### src/hw/rtl/dtpq_pkg.sv
// Shared widths, types and defaults of the deferred task priority queue.
package dtpq_pkg;

	localparam int ID_W = 8;
	localparam int PRI_W = 4;
	localparam int QUEUE_DEPTH_DEF = 16;
	localparam int CMD_FIFO_DEPTH = 2;

	// One offered task as it travels from the front to the back.
	typedef struct packed {
		logic [ID_W-1:0]  id;
		logic [PRI_W-1:0] pri;
	} cmd_t;

	// Handshake between the command queue and the execution engine.
	typedef struct packed {
		logic valid;
		cmd_t cmd;
	} cmd_if_t;

endpackage

### src/hw/rtl/dtpq_cmd_fifo.sv
// Front part: accepts offered tasks into a short command queue.
module dtpq_cmd_fifo
	import dtpq_pkg::*;
(
	input  logic             clk,
	input  logic             arst_n,
	input  logic             task_valid,
	output logic             task_stall,
	input  logic [ID_W-1:0]  task_id,
	input  logic [PRI_W-1:0] priority_req,
	output cmd_if_t          head,
	input  logic             pop
);

	localparam int PTR_W = (CMD_FIFO_DEPTH > 1) ? $clog2(CMD_FIFO_DEPTH) : 1;
	localparam int CNT_W = $clog2(CMD_FIFO_DEPTH + 1);

	cmd_t             mem_q [CMD_FIFO_DEPTH];
	logic [PTR_W-1:0] wr_ptr_q;
	logic [PTR_W-1:0] rd_ptr_q;
	logic [CNT_W-1:0] count_q;
	logic             push;
	logic             do_pop;

	// A transfer in is taken whenever there is room left.
	assign task_stall = (count_q == CNT_W'(CMD_FIFO_DEPTH));
	assign push       = task_valid && !task_stall;
	assign do_pop     = pop && (count_q != '0);

	assign head.valid = (count_q != '0);
	assign head.cmd   = mem_q[rd_ptr_q];

	// Storage of the queued commands.
	always_ff @(posedge clk) begin
		if (push) begin
			mem_q[wr_ptr_q] <= '{id: task_id, pri: priority_req};
		end
	end

	// Pointers and fill level.
	always_ff @(posedge clk or negedge arst_n) begin
		if (!arst_n) begin
			wr_ptr_q <= '0;
			rd_ptr_q <= '0;
			count_q  <= '0;
		end else begin
			if (push) begin
				wr_ptr_q <= (wr_ptr_q == PTR_W'(CMD_FIFO_DEPTH - 1)) ? '0 : wr_ptr_q + 1'b1;
			end
			if (do_pop) begin
				rd_ptr_q <= (rd_ptr_q == PTR_W'(CMD_FIFO_DEPTH - 1)) ? '0 : rd_ptr_q + 1'b1;
			end
			if (push && !do_pop) begin
				count_q <= count_q + 1'b1;
			end else if (!push && do_pop) begin
				count_q <= count_q - 1'b1;
			end
		end
	end

endmodule

### src/hw/rtl/dtpq_engine.sv
// Back part: sorted task store with insert, drop and drain, and the result register.
module dtpq_engine
	import dtpq_pkg::*;
#(
	parameter int QUEUE_DEPTH = QUEUE_DEPTH_DEF
) (
	input  logic             clk,
	input  logic             arst_n,
	input  cmd_if_t          head,
	output logic             pop,
	output logic             res_valid,
	input  logic             res_stall,
	output logic [ID_W-1:0]  task_id_res,
	output logic [PRI_W-1:0] priority_res,
	output logic             dropped,
	output logic             last
);

	localparam int CNT_W = $clog2(QUEUE_DEPTH + 1);

	typedef enum logic [1:0] {
		ST_IDLE  = 2'b01,
		ST_DRAIN = 2'b10
	} state_t;

	state_t           state_q;
	logic [CNT_W-1:0] cnt_q;
	logic [ID_W-1:0]  ids_q  [QUEUE_DEPTH];
	logic [PRI_W-1:0] pris_q [QUEUE_DEPTH];
	logic [QUEUE_DEPTH-1:0] le;
	logic             out_free;
	logic             head_wins;
	logic             full;
	logic             do_insert;
	logic             do_shift;
	logic             emit;
	logic [ID_W-1:0]  emit_id;
	logic [PRI_W-1:0] emit_pri;
	logic             emit_drop;
	logic             emit_last;

	assign out_free  = !res_valid || !res_stall;
	assign head_wins = (cnt_q == '0) || (head.cmd.pri < pris_q[0]);
	assign full      = (cnt_q == CNT_W'(QUEUE_DEPTH));

	// Entries that sort ahead of the new task; being sorted, they form a prefix.
	always_comb begin
		for (int i = 0; i < QUEUE_DEPTH; i++) begin
			le[i] = (CNT_W'(i) < cnt_q) && (pris_q[i] <= head.cmd.pri);
		end
	end

	// Decide what the current command or drain step does this cycle.
	always_comb begin
		pop       = 1'b0;
		do_insert = 1'b0;
		do_shift  = 1'b0;
		emit      = 1'b0;
		emit_id   = head.cmd.id;
		emit_pri  = head.cmd.pri;
		emit_drop = 1'b0;
		emit_last = 1'b1;
		unique case (state_q)
			ST_IDLE: begin
				if (head.valid) begin
					if (head_wins) begin
						if (out_free) begin
							pop       = 1'b1;
							emit      = 1'b1;
							emit_last = (cnt_q == '0);
						end
					end else if (full) begin
						if (out_free) begin
							pop       = 1'b1;
							emit      = 1'b1;
							emit_drop = 1'b1;
						end
					end else begin
						pop       = 1'b1;
						do_insert = 1'b1;
					end
				end
			end
			ST_DRAIN: begin
				if (out_free) begin
					emit      = 1'b1;
					do_shift  = 1'b1;
					emit_id   = ids_q[0];
					emit_pri  = pris_q[0];
					emit_last = (cnt_q == CNT_W'(1));
				end
			end
			default: begin
				pop = 1'b0;
			end
		endcase
	end

	// Each entry either keeps its task, takes the new one, or moves by one place.
	for (genvar g = 0; g < QUEUE_DEPTH; g++) begin : g_entry
		always_ff @(posedge clk) begin
			if (do_insert) begin
				if (!le[g]) begin
					if (g == 0) begin
						ids_q[g]  <= head.cmd.id;
						pris_q[g] <= head.cmd.pri;
					end else if (le[(g == 0) ? 0 : g-1]) begin
						ids_q[g]  <= head.cmd.id;
						pris_q[g] <= head.cmd.pri;
					end else begin
						ids_q[g]  <= ids_q[(g == 0) ? 0 : g-1];
						pris_q[g] <= pris_q[(g == 0) ? 0 : g-1];
					end
				end
			end else if (do_shift && (g < QUEUE_DEPTH - 1)) begin
				ids_q[g]  <= ids_q[(g < QUEUE_DEPTH - 1) ? g+1 : g];
				pris_q[g] <= pris_q[(g < QUEUE_DEPTH - 1) ? g+1 : g];
			end
		end
	end

	// Control state: fill count and drain sequencing.
	always_ff @(posedge clk or negedge arst_n) begin
		if (!arst_n) begin
			state_q <= ST_IDLE;
			cnt_q   <= '0;
		end else begin
			if (do_insert) begin
				cnt_q <= cnt_q + 1'b1;
			end else if (do_shift) begin
				cnt_q <= cnt_q - 1'b1;
			end
			unique case (state_q)
				ST_IDLE: begin
					if (emit && !emit_drop && (cnt_q != '0)) begin
						state_q <= ST_DRAIN;
					end
				end
				ST_DRAIN: begin
					if (do_shift && (cnt_q == CNT_W'(1))) begin
						state_q <= ST_IDLE;
					end
				end
				default: begin
					state_q <= ST_IDLE;
				end
			endcase
		end
	end

	// Result register: valid flag.
	always_ff @(posedge clk or negedge arst_n) begin
		if (!arst_n) begin
			res_valid <= 1'b0;
		end else if (emit) begin
			res_valid <= 1'b1;
		end else if (!res_stall) begin
			res_valid <= 1'b0;
		end
	end

	// Result register: payload, held while the transfer out is stalled.
	always_ff @(posedge clk) begin
		if (emit) begin
			task_id_res  <= emit_id;
			priority_res <= emit_pri;
			dropped      <= emit_drop;
			last         <= emit_last;
		end
	end

endmodule

### src/hw/rtl/deferred_task_priority_queue_core.sv
// Path: with the engine idle and the output free, a task that wins against the store head or
// is dropped goes from the command queue into the result register; a drain in progress or a
// stalled output delays it. Throughput: an insert goes into the sorted store without a result;
// a drain gives one result per cycle unless the output stalls, queue count plus one results.
// A drop gives one result. Inputs wait in a two-entry command queue.
// Reset (arst_n low, asynchronous) empties the task store and the command queue.
module deferred_task_priority_queue_core
	import dtpq_pkg::*;
#(
	parameter int QUEUE_DEPTH = QUEUE_DEPTH_DEF
) (
	input  logic             clk,
	input  logic             arst_n,
	input  logic             task_valid,
	output logic             task_stall,
	input  logic [ID_W-1:0]  task_id,
	input  logic [PRI_W-1:0] priority_req,
	output logic             res_valid,
	input  logic             res_stall,
	output logic [ID_W-1:0]  task_id_res,
	output logic [PRI_W-1:0] priority_res,
	output logic             dropped,
	output logic             last
);

	cmd_if_t head;
	logic    pop;

	// Front: command queue.
	dtpq_cmd_fifo u_front (
		.clk          (clk),
		.arst_n       (arst_n),
		.task_valid   (task_valid),
		.task_stall   (task_stall),
		.task_id      (task_id),
		.priority_req (priority_req),
		.head         (head),
		.pop          (pop)
	);

	// Back: sorted store and result generation.
	dtpq_engine #(
		.QUEUE_DEPTH (QUEUE_DEPTH)
	) u_back (
		.clk          (clk),
		.arst_n       (arst_n),
		.head         (head),
		.pop          (pop),
		.res_valid    (res_valid),
		.res_stall    (res_stall),
		.task_id_res  (task_id_res),
		.priority_res (priority_res),
		.dropped      (dropped),
		.last         (last)
	);

endmodule
### config.mk
export PLATFORM = sky130hd
export DESIGN_NAME = deferred_task_priority_queue_core
export DESIGN_NICKNAME = d
export VERILOG_FILES = /design/src/hw/rtl/dtpq_pkg.sv /design/src/hw/rtl/dtpq_cmd_fifo.sv /design/src/hw/rtl/dtpq_engine.sv /design/src/hw/rtl/deferred_task_priority_queue_core.sv
export SDC_FILE = /design/constraint.sdc
export NUM_CORES = 1
export LEC_CHECK = 0
export ABC_AREA = 1
export BUFFER_PORTS_ARGS = -buffer_cell sky130_fd_sc_hd__buf_2
export CORE_MARGIN = 2
export CORE_UTILIZATION = 49
export DETAILED_ROUTE_END_ITERATION = 12
export HOLD_SLACK_MARGIN = 0.1
export PLACE_DENSITY = 0.62
export SYNTH_ARGS = -nofsm -noshare
export SYNTH_HDL_FRONTEND = slang
export SYNTH_HIERARCHICAL = 1
export SYNTH_SLANG_ARGS = --single-unit
### constraint.sdc
create_clock -name clk -period 10.4 [get_ports clk]
set_clock_uncertainty 0.2 [all_clocks]
set_input_delay 0.52 -clock clk [delete_from_list [all_inputs] [get_ports clk]]
set_output_delay 0.52 -clock clk [all_outputs]
set_load 0.005 [all_outputs]
Yosys cells after proc, flatten, opt, wreduce, memory -nomap -nowiden
Memories as Yosys holds them, arrays and structs flattened.
Cells that the tools add are included.
{ "totals": {"mem_bits_rw": 216, "register_bits": 26, "elab_cells": 389, "output_inout_bits": 16, "memories": 3, "in_bits": 16} }
{ "classes": {"n_bitwise": 60, "eq_ne": 8, "reduce_logical": 39, "mux": 230, "order_cmp": 33, "addsub": 6} }
{ "mem_list": {"columns": ["memory", "depth", "word_bits", "read_ports", "rd_clocked_by_memory_dff", "write_ports", "line_no", "rtl"], "rows": [
  ["u_back.ids_q", 16, 8, 16, 0, 15, "dtpq_engine.sv:28", "logic [ID_W-1:0] ids_q [QUEUE_DEPTH];"],
  ["u_back.pris_q", 16, 4, 16, 0, 15, "dtpq_engine.sv:29", "logic [PRI_W-1:0] pris_q [QUEUE_DEPTH];"],
  ["u_front.mem_q", 2, 12, 1, 0, 1, "dtpq_cmd_fifo.sv:18", "cmd_t mem_q [CMD_FIFO_DEPTH];"]
]} }
{ "ops": {"columns": ["cell", "count"], "rows": [
  ["8-bit two-way mux", 33],
  ["1-bit two-way mux", 153],
  ["4-bit two-way mux", 35],
  ["4-bit <= comparator", 16],
  ["1-bit OR", 60],
  ["4-bit by 5-bit less-than comparator with 1-bit output, first input constant", 8],
  ["1-bit logical AND", 23],
  ["3-bit by 5-bit less-than comparator with 1-bit output, first input constant", 4],
  ["1-bit by 5-bit less-than comparator with 1-bit output, first input constant", 2],
  ["2-bit by 5-bit less-than comparator with 1-bit output, first input constant", 2],
  ["5-bit two-way mux", 2],
  ["2-bit two-way mux", 4],
  ["8-bit OR reduction", 1],
  ["1-bit zero test", 6],
  ["2-bit by 1-bit != test with 1-bit output, second input constant", 3],
  ["2-bit nonzero test", 3],
  ["5-bit by 1-bit adder with 5-bit output, second input constant", 1],
  ["5-bit by 1-bit == test with 1-bit output, second input constant", 1],
  ["5-bit == test, second input constant", 1],
  ["5-bit zero test", 1],
  ["5-bit nonzero test", 1],
  ["5-bit by 1-bit subtractor with 5-bit output, second input constant", 1],
  ["2-bit == test, second input constant", 2],
  ["4-bit less-than comparator", 1],
  ["other kinds (9)", 12]
]} }

Longest topological paths before layout
Gate-level depths: netlist of run 1.
{ "logic_depth": {"depth_word": 12, "depth_mapped": 22, "ltp_nobuf": 19} }

By module
Netlist of run 1, hierarchy kept.
{ "by_module_without_submodules": {"columns": ["mod", "n_inst", "seq_area_each_um2", "cells_each", "area_each_um2"], "rows": [
  ["dtpq_engine", 1, 6387.4, 1638, 13232.7],
  ["dtpq_cmd_fifo", 1, 820.8, 94, 1117.3]
]} }

Worst setup path before layout of run 1
No wires, ideal clock.
{ "synth_timing": {"path_kind": "flip-flop to flip-flop", "startpoint": "reg u_front.rd_ptr_q", "endpoint": "mem u_back.ids_q[8][0], in the netlist u_back/ids_q[1][0], enable pin", "required_ns": 9.812, "setup_time_ns": 0.388, "n_path_buf": 3, "stages_incl_launch_ff": 17, "path_slack_ns": 6.468, "synth_period_minus_slack_ns": 3.932, "t_arrival_ns": 3.343, "path_cell_list": "dfrtp_1 buf_4 nand2_1 nand2_1 inv_1 clkbuf_1 ha_1 nand2_1 nand2_1 nand2_1 nand2_1 nand2_1 nand3_4 buf_6 nand2_4 inv_1 a31oi_1"} }
{ "synth_rtl": {"columns": ["element", "line_no", "rtl"], "rows": [
  ["start: declaration", "dtpq_cmd_fifo.sv:20", "logic [PTR_W-1:0] rd_ptr_q;"],
  ["start signal: assignment", "dtpq_cmd_fifo.sv:51", "rd_ptr_q <= (rd_ptr_q == PTR_W'(CMD_FIFO_DEPTH - 1)) ? '0 : rd_ptr_q + 1'b1;"],
  ["end: declaration", "dtpq_engine.sv:28", null]
]} }

==> flow_metrics.tcl, run 1 <==
set metrics [dict create \
    outcome "complete, no violations" \
    finalSetupTns_ps 0 \
    holdCritPathClass "in2async" \
    maxSlewHeadroom 0.2910 \
    die_w_microns 175.1 \
    core_sq_um 28780 \
    synth_edf_count 230 \
    firstDrtPassIters 7 \
    dpl.hpwl_microns 26590 \
    syn-num-nets 1819 \
    drt_iter0_markers 1047 \
    drv_cap 0 \
    synth_cell_types 35 \
    rows 62 \
    synthesis.instances 1732 \
    met1_usage 0.3340 \
    via_per_inst 5.367 \
    drcViolationCount 0 \
    nets 1810 \
    period_needed_ps 5379 \
    numCtsBuffers 27 \
    synth_top_area_frac 0.4813 \
    cts_max_level 1 \
    reg2regPathDepth 18 \
    fp.dieH_microns 175.1 \
    final_max_slew_viol_count 0 \
    grt_pass1_vias 11146 \
    path_class "reg2reg" \
    setup_violations 0 \
    grt_overflow 0 \
    pre_cts_ws_ps 5145 \
    cts_resized 0 \
    yosys_register_bits 242 \
    yosys.area.top_type "edfxtp_1" \
    fin_crit_sh 0.5172 \
    rsz0062_at_grt "false" \
    wire_per_inst_microns 17.88 \
    critPathLaunchType "register" \
    worstSetupEndpoint "u_back/ids_q[0][9]" \
    multi_input_area_sq_um 5843 \
    finalHoldViolCount 0 \
    top_usage_layer "met2" \
    crit_required_ps 10450 \
    grt_pass1_wl_microns 60640 \
    gr-usage-met2 0.4178 \
    routed_wl_microns 38050 \
    antenna_found_initial 0 \
    r2r-start "u_front/rd_ptr_q" \
    async_flop_share 0.04959 \
    use_met3 0.03155 \
    initial_core_util 0.4986 \
    diodes 0 \
    io_buffers 31 \
    post_cts.repair.setup_buffers 0 \
    end_kind "register" \
    cts_sinks 242 \
    syn_avg_cell_area_sq_um 8.285 \
    layout-drive-gt1-share 0.06823 \
    mostFrequentLayoutCell "nand2_1" \
    crit_fanout 150 \
    most-common-layout-cells "634 x nand2_1, 230 x edfxtp_1, 202 x inv_1" \
    final_util 0.5444 \
    ios 32 \
    tightest_slew_ps 1060 \
    synthTopCellsByArea "edfxtp_1 48%, nand2_1 17%, ha_1 6.2%" \
    synth-seq-area-share 0.5023 \
    fmax_mhz 185.9 \
    ant_nets 0 \
    syn_area_sq_um 14350 \
    synth_ff_type "edfxtp_1" \
    r2r-end "u_back/ids_q[0][9]" \
    gp_congestion 0.8886 \
    worstSetupStartpoint "u_front/rd_ptr_q" \
    clk-insertion-delay-late_ps 550 \
    cts-hold-fix-buffers 15 \
    setup_ws_ps 5021 \
    die-area_sq_um 30670 \
    n_fill_cell 2726 \
    r2r_slack_ps 5020 \
    synth_warnings 6 \
    cts_buffer_depth 3 \
    area_growth_pct 9.190 \
    root_buffer "clkbuf_16" \
    cts_tree "done" \
    vias 11422 \
    grt_usage 0.2486 \
    clk_pin_slew_worst_paths_ps 60 \
    grt_max_degree 151 \
    final-seq-area_sq_um 7208 \
    cp_data_arrival_time_ps 5430 \
]
[worst max-delay path, stage by stage (launching register included)]
cell and delay [ps]:
dfrtp_1 590, inv_2 200, nand2_1 90, nand2_1 50, buf_4 240, ha_1 240
inv_1 50, nand2_1 40, nand2_1 50, nand2_1 50, nand2_1 50, nand2_1 140
nand3_4 90, buf_4 550, nand2_8 630, buf_4 610, inv_2 100, buf_4 720
a22oi_1 210
[cells by family (layout without fill, tap and decap cells)]
family / count (synthesis) / count (layout) / synth area share
AOI/OAI and AO/OA: 252 / 252 / 0.09120
DFF: 242 / 242 / 0.5023
and+or+nand+nor: 854 / 854 / 0.2495
buffers and inverters: 307 / 319 / 0.09146
adders and majority gates: 71 / 71 / 0.06191
xor gates and xnor gates: 6 / 6 / 0.003662
[sequential cells by signal, summed over array words and instances (netlist names)]
name,count
u_back/ids_q,128
u_back/pris_q,64
u_front/mem_q,24
u_back/task_id_res,8
u_back/cnt_q,5
u_back/priority_res,4
u_back/state_q,2
u_front/count_q,2
u_back/dropped,1
u_back/last,1
u_back/res_valid,1
u_front/rd_ptr_q,1
u_front/wr_ptr_q,1
[final cells by class]
| type | instances | area share |
|---|---|---|
| Clock buffer | 29 | 0.04360 |
| Clock inverter | 21 | 0.01645 |
| Inverter | 210 | 0.05063 |
| Multi-Input combinational cell | 1183 | 0.3729 |
| Sequential cell | 242 | 0.4600 |
| Tap cell | 384 | 0.03066 |
| Timing Repair Buffer | 59 | 0.02571 |
[per-layer routing]
| metal | part of all wire | up-vias |
|---|---|---|
| li1 | - | 5712 |
| met4 | 0.032 | 0 |
| met1 | 0.44 | 5320 |
| met5 | 0 | - |
| met3 | 0.054 | 71 |
| met2 | 0.47 | 319 |
[stage by stage]
stage	hold WS, ps	instance area, sq um	instances
finish	181.8	15670	2128
global route	201.0	15670	2128
CTS	178.8	15670	2128
detailed placement	234.7	14580	2063
global placement	226.9	14580	2063
floorplan	24.41	14350	1732
[how the worst min path moves through the flow]
| stage | startpoint | to | slack, ps | cells after the start |
|---|---|---|---|---|
| after global placement | arst_n | u_front/count_q[0] | 230 | 1 |
| after detailed placement | arst_n | u_front/count_q[1] | 230 | 1 |
| after floorplan | arst_n | u_back/cnt_q[0] | 20 | 0 |
| after CTS | arst_n | u_back/cnt_q[4] | 180 | 2 |
| after global routing | arst_n | u_front/wr_ptr_q | 200 | 2 |
| final | arst_n | u_back/cnt_q[4] | 180 | 2 |
[synth_stat cells, types with 2 or more instances]
cell type,n
nor2_2,7
a22oi_1,12
nand3_1,172
nand4_1,13
buf_2,37
buf_4,17
inv_1,202
nand2_2,6
dfrtp_1,11
and2_1,2
edfxtp_1,230
nor2_1,7
a21oi_1,48
buf_1,4
nand2_1,634
nor2_4,7
ha_1,71
a31oi_1,3
buf_6,6
inv_2,6
inv_4,2
o21ai_0,152
clkbuf_1,33
xor2_1,5
nor3_1,2
o31ai_1,2
nand3_2,2
o21ai_1,32
Power of run 1 is left out: the tool's default activity adds up to more than one toggle a clock period on the data nets, which glitch-free logic cannot reach.
==> run 2, diff against run 1 <==
- ABC_AREA: 1 -> 0
- clock period: 10.4 -> 5.2 ns (I/O delays scaled with it)
==> run 2 against run 1 <==
- die area is 8.2% lower
- critical path type unchanged
- count of clock-buffer cells in the layout unchanged
- highest routed layer unchanged
- setup slack got worse by 4300 ps
- largest cell class unchanged
- global-route usage rose by 0.66 points
- sequential share of layout area increased by 3.4 points
- sequential cell count unchanged
- synthesized area shrank 8.4%
==> flow_metrics.tcl, run 2 <==
set metrics [dict create \
    outcome "complete, no violations" \
    fmax_mhz 223.7 \
    synth_cell_types 61 \
    cp_data_arrival_time_ps 4420 \
    cp_slowest_cell "a21oi_1" \
    nets 1317 \
    syn_avg_cell_area_sq_um 10.99 \
    die_w_microns 167.8 \
    drt_iter0_markers 771 \
    holdCritPathClass "in2reg" \
    root_buffer "clkbuf_16" \
    routed_wl_microns 35440 \
    cts_max_level 1 \
    drv_cap 0 \
    synth-seq-area-share 0.5484 \
    final-seq-area_sq_um 7208 \
    drcViolationCount 0 \
    ios 32 \
    rsz0062_at_grt "false" \
    ir_drop_mv 0.3925 \
    finalHoldViolCount 0 \
    yosys.area.top_type "edfxtp_1" \
    grt_overflow 0 \
    top_register "u_back/ids_q" \
    fp.dieH_microns 167.8 \
    tightest_slew_ps 1283 \
    wire_per_inst_microns 22.40 \
    synth.most_common_cell "nand2_1" \
    slowest_delay_ps 1060 \
    final_max_slew_viol_count 0 \
    yosys_register_bits 242 \
    grt_usage 0.2552 \
    powerDensity_nw_per_um2 784.5 \
    largest_reg_flops 128 \
    rows 59 \
    core_sq_um 26210 \
    synth_edf_count 230 \
    syn-num-nets 1283 \
    initial_core_util 0.5016 \
    period_needed_ps 4471 \
    n_fill_cell 2262 \
    layout-drive-gt1-share 0.1244 \
    die-area_sq_um 28150 \
    cts_tree "done" \
    synthesis.instances 1196 \
    p_leak_uw 0.005064 \
    end_kind "register" \
    via_per_inst 6.022 \
    clk-insertion-delay-late_ps 540 \
    most-common-layout-cells "352 x nand2_1, 230 x edfxtp_1, 134 x o211ai_1" \
    firstDrtPassIters 6 \
    placed_area_sq_um 13590 \
    numCtsBuffers 27 \
    cts-hold-fix-buffers 17 \
    reg_top3 "u_back/ids_q x128, u_back/pris_q x64, u_front/mem_q x24" \
    grt_pass1_wl_microns 55700 \
    dpl.hpwl_microns 24270 \
    cts_resized 0 \
    antenna_found_initial 1 \
    mostFrequentLayoutCell "nand2_1" \
    yosys-top-cells-count "352 x nand2_1, 230 x edfxtp_1, 134 x o211ai_1" \
    io_buffers 31 \
    synth_top_area_frac 0.5255 \
    crit_chain "buf_4, mux2_2, inv_1, ha_1, a21o_1, a211oi_2, and2_1, a21oi_2, a21oi_1" \
    synth_warnings 6 \
    maxSlewHeadroom 0.1448 \
    crit_required_ps 5150 \
    critPathBufInv 2 \
    grt_pass1_vias 9644 \
    cts_sinks 242 \
    multi_input_area_sq_um 5436 \
    setup_violations 0 \
    syn_area_sq_um 13140 \
    synth_ff_type "edfxtp_1" \
    finalSetupTns_ps 0 \
    cts_buffer_depth 3 \
    post_cts.repair.setup_buffers 0 \
    vias 9527 \
    grt_max_degree 81 \
    ant_nets 0 \
    path_class "reg2reg" \
    fin_crit_sh 0.8598 \
    fin_area_sq_um 14600 \
    area_growth_pct 11.10 \
    critPathLaunchType "register" \
    gp_congestion 0.8598 \
    synthTopCellsByArea "edfxtp_1 53%, nand2_1 10%, o211ai_1 7.7%" \
    clk_pin_slew_worst_paths_ps 60 \
    crit_fanout 15 \
    async_flop_share 0.04959 \
    critical-path-top-delay-family "compound AO/OA/AOI/OAI gates" \
]
run 2: logic make-up after synthesis:
group,after synthesis,share of synthesized area
AOI/OAI and AO/OA,264,0.1486
xor gates and xnor gates,9,0.005997
adders and majority gates,71,0.06759
buffers and inverters,103,0.03865
DFF,242,0.5484
muxes,60,0.04902
and+or+nand+nor,447,0.1417
run 2: report_power, final:
| part | internal [uW] | switching [uW] | total (uW) |
|---|---|---|---|
| clock network | 1090 | 765 | 1850 |
| registers | 3840 | 762 | 4600 |
| logic | 1830 | 3170 | 5000 |
| total | 6750 | 4700 | 11500 |
run 2: per-layer routing:
layer / vias to the layer above / track usage / share of wire
met5: - / 0 / 0
met4: 0 / 0.07032 / 0.026
met3: 57 / 0.04654 / 0.065
met2: 309 / 0.4161 / 0.47
met1: 4657 / 0.3534 / 0.44
li1: 4504 / - / -
run 2: per-stage QoR:
| step | utilization | total power, uW | setup slack, ps | cells | hold slack (ps) |
|---|---|---|---|---|---|
| after floorplan | - | 7925 | 1287 | 1196 | -235.6 |
| after detailed placement | 0.5184 | 9567 | 730.6 | 1518 | -27.94 |
| after CTS | 0.5568 | 11450 | 699.4 | 1580 | 226.5 |
| after global routing | 0.5571 | 12220 | 570.9 | 1581 | 229.1 |
| final | 0.5572 | 11460 | 729.2 | 1582 | 242.8 |
| after global placement | 0.5184 | 9425 | 889.0 | 1518 | -30.90 |
run 2: path summary, 6_finish.rpt:
path                                        to  depth (start not counted)                from  slack, ps
max                        u_back/ids_q[0][32]                          9    u_front/rd_ptr_q        730
min                        u_front/mem_q[0][6]                          2          task_id[2]        240
max reg2reg                u_back/ids_q[0][32]                          9    u_front/rd_ptr_q        730
min reg2reg                 u_front/count_q[1]                          1  u_front/count_q[1]        290
max in group asynchronous      u_back/cnt_q[3]                          4              arst_n       3250
min in group asynchronous    u_back/state_q[0]                          3              arst_n        550
run 2: cell type report:
class,count,share of cell area
antenna,1,0.0001714
clock buffer,29,0.04678
clock inverter,16,0.01054
inverter,27,0.006940
multi-input combinational,851,0.3723
sequential,242,0.4936
tap,335,0.02870
timing repair buffer,81,0.04096
Power figures use the tool's default switching activity.
==> run 3, diff against run 2 <==
- CORE_ASPECT_RATIO: unset -> 1.25
==> run 3 against run 2 <==
- final area decreased by 0.42%
- global-route usage is 1.5 points lower
- total power shrank 1.2%
- largest power group unchanged
- highest routed layer unchanged
- critical endpoint is now u_back/ids_q[0][4]
- hold slack gained 26 ps
- largest cell class unchanged
==> flow_metrics.tcl, run 3 (synthesis gave the netlist of run 2 again) <==
set metrics [dict create \
    outcome "complete, no violations" \
    switching_share 0.4092 \
    grt_usage 0.2402 \
    diodes 0 \
    power.total_uw 11320 \
    place_inst 1532 \
    final_max_slew_viol_count 0 \
    cp_data_arrival_time_ps 4250 \
    post_cts.repair.setup_buffers 0 \
    grt_max_degree 142 \
    setup_ws_ps 943.4 \
    via_per_inst 5.972 \
    fmax_mhz 234.9 \
    layout-drive-gt1-share 0.1202 \
    rows 67 \
    nets 1318 \
    maxSlewHeadroom 0.3027 \
    cts_max_level 1 \
    root_buffer "clkbuf_16" \
    fin_crit_sh 0.8186 \
    holdCritPathClass "in2reg" \
    grt_pass1_vias 9512 \
    largest_reg_flops 128 \
    vias 9514 \
    clkPwrFrac 0.152 \
    slowest_delay_ps 780 \
    grt_pass1_wl_microns 52670 \
    antenna_found_initial 0 \
    firstDrtPassIters 5 \
    routed_wl_microns 33730 \
    ir_drop_mv 0.3312 \
    rsz0062_at_grt "false" \
    pre_cts_ws_ps 925.8 \
    setup_violations 0 \
    reg_top3 "u_back/ids_q x128, u_back/pris_q x64, u_front/mem_q x24" \
    cts_buffer_depth 3 \
    top_register "u_back/ids_q" \
    initial_core_util 0.4946 \
    core_sq_um 26570 \
    finalSetupTns_ps 0 \
    crit_chain "mux2_2, ha_1, nand4_1, a211oi_2, and2_1, and3_1, or2_2" \
    pwr-share-seq 0.395 \
    wire_per_inst_microns 21.18 \
    p_int_uw 6689 \
    numCtsBuffers 25 \
    die_w_microns 150.5 \
    cp_slowest_cell "and3_1" \
    ios 32 \
    drt_iter0_markers 766 \
    cts_sinks 242 \
    clk_pin_slew_worst_paths_ps 60 \
    fp.dieH_microns 187.1 \
    p_sw_uw 4634 \
    gp_congestion 0.8211 \
    dpl.hpwl_microns 23340 \
    powerDensity_nw_per_um2 778.6 \
    pwr-share-comb 0.453 \
    p_leak_uw 0.005037 \
    die-area_sq_um 28160 \
    period_needed_ps 4257 \
    holdWs_ps 269.1 \
    mostFrequentLayoutCell "nand2_1" \
    drv_cap 0 \
    most-common-layout-cells "352 x nand2_1, 230 x edfxtp_1, 134 x o211ai_1" \
    io_buffers 31 \
    crit_fanout 21 \
    drcViolationCount 0 \
    ant_nets 0 \
    grt_overflow 0 \
    clk-insertion-delay-late_ps 530 \
    finalNonFillerCells 1593 \
    area_growth_pct 10.63 \
    finalHoldViolCount 0 \
    tightest_slew_ps 1043 \
    end_kind "register" \
    crit_required_ps 5200 \
    path_class "reg2reg" \
    critPathLaunchType "register" \
    cts_tree "done" \
]
[run 3: power by group through the flow]
stage / logic, uW / registers, uW / clock network [uW]
2_1_floorplan: 3720 / 4200 / 0
3_3_place_gp: 4970 / 4500 / 0
3_5_place_dp: 5130 / 4510 / 0
5_1_grt: 5690 / 4590 / 1830
6_report: 5130 / 4470 / 1720
4_1_cts: 5150 / 4470 / 1760
[run 3: layout make-up]
class	instances	area (sq um)
inverters	27	101.3
clock buffers	32	651.9
clock inverters	12	107.6
fillers	2282	12030
multi-input cells	851	5433
repair buffers	84	608.1
flip-flops and latches	242	7208
well taps	345	431.7
[run 3: worst paths after layout]
check,slack [ps],start,to,depth (start not counted)
hold reg to reg,290,u_front/wr_ptr_q,u_front/wr_ptr_q,1
hold / removal,270,priority_req[1],u_front/mem_q[1][1],2
setup reg to reg,940,u_front/rd_ptr_q,u_back/ids_q[0][4],7
max in group asynchronous,3280,arst_n,u_front/rd_ptr_q,4
min in group asynchronous,560,arst_n,u_back/state_q[0],3
setup / recovery,940,u_front/rd_ptr_q,u_back/ids_q[0][4],7
[run 3: metal layers]
layer,global-route usage,up-vias,routed length (microns)
met5,0,-,0
met1,0.3102,4713,13960
li1,-,4490,-
met2,0.4206,258,17030
met4,0.07438,0,965
met3,0.02683,53,1769
[run 3: through the flow]
step,utilization,instance area (sq um)
floorplan,-,13140
finish,0.5472,14540
CTS,0.5472,14540
global route,0.5472,14540
detailed placement,0.5122,13610
global placement,0.5122,13610
[run 3: what timing repair did]
| item | 4_1_cts | 5_1_grt |
|---|---|---|
| resized for setup | 0 | 0 |
| hold buffers | 17 | 0 |
| endpoints found under the hold margin | 41 | 0 |
[run 3: critical path, delay by kind of cell (launching register included)]
family | cells | cell delay [ps]
mux | 1 | 610
compound gates | 1 | 300
simple gates | 4 | 1720
flops | 1 | 690
fa+ha+maj | 1 | 400
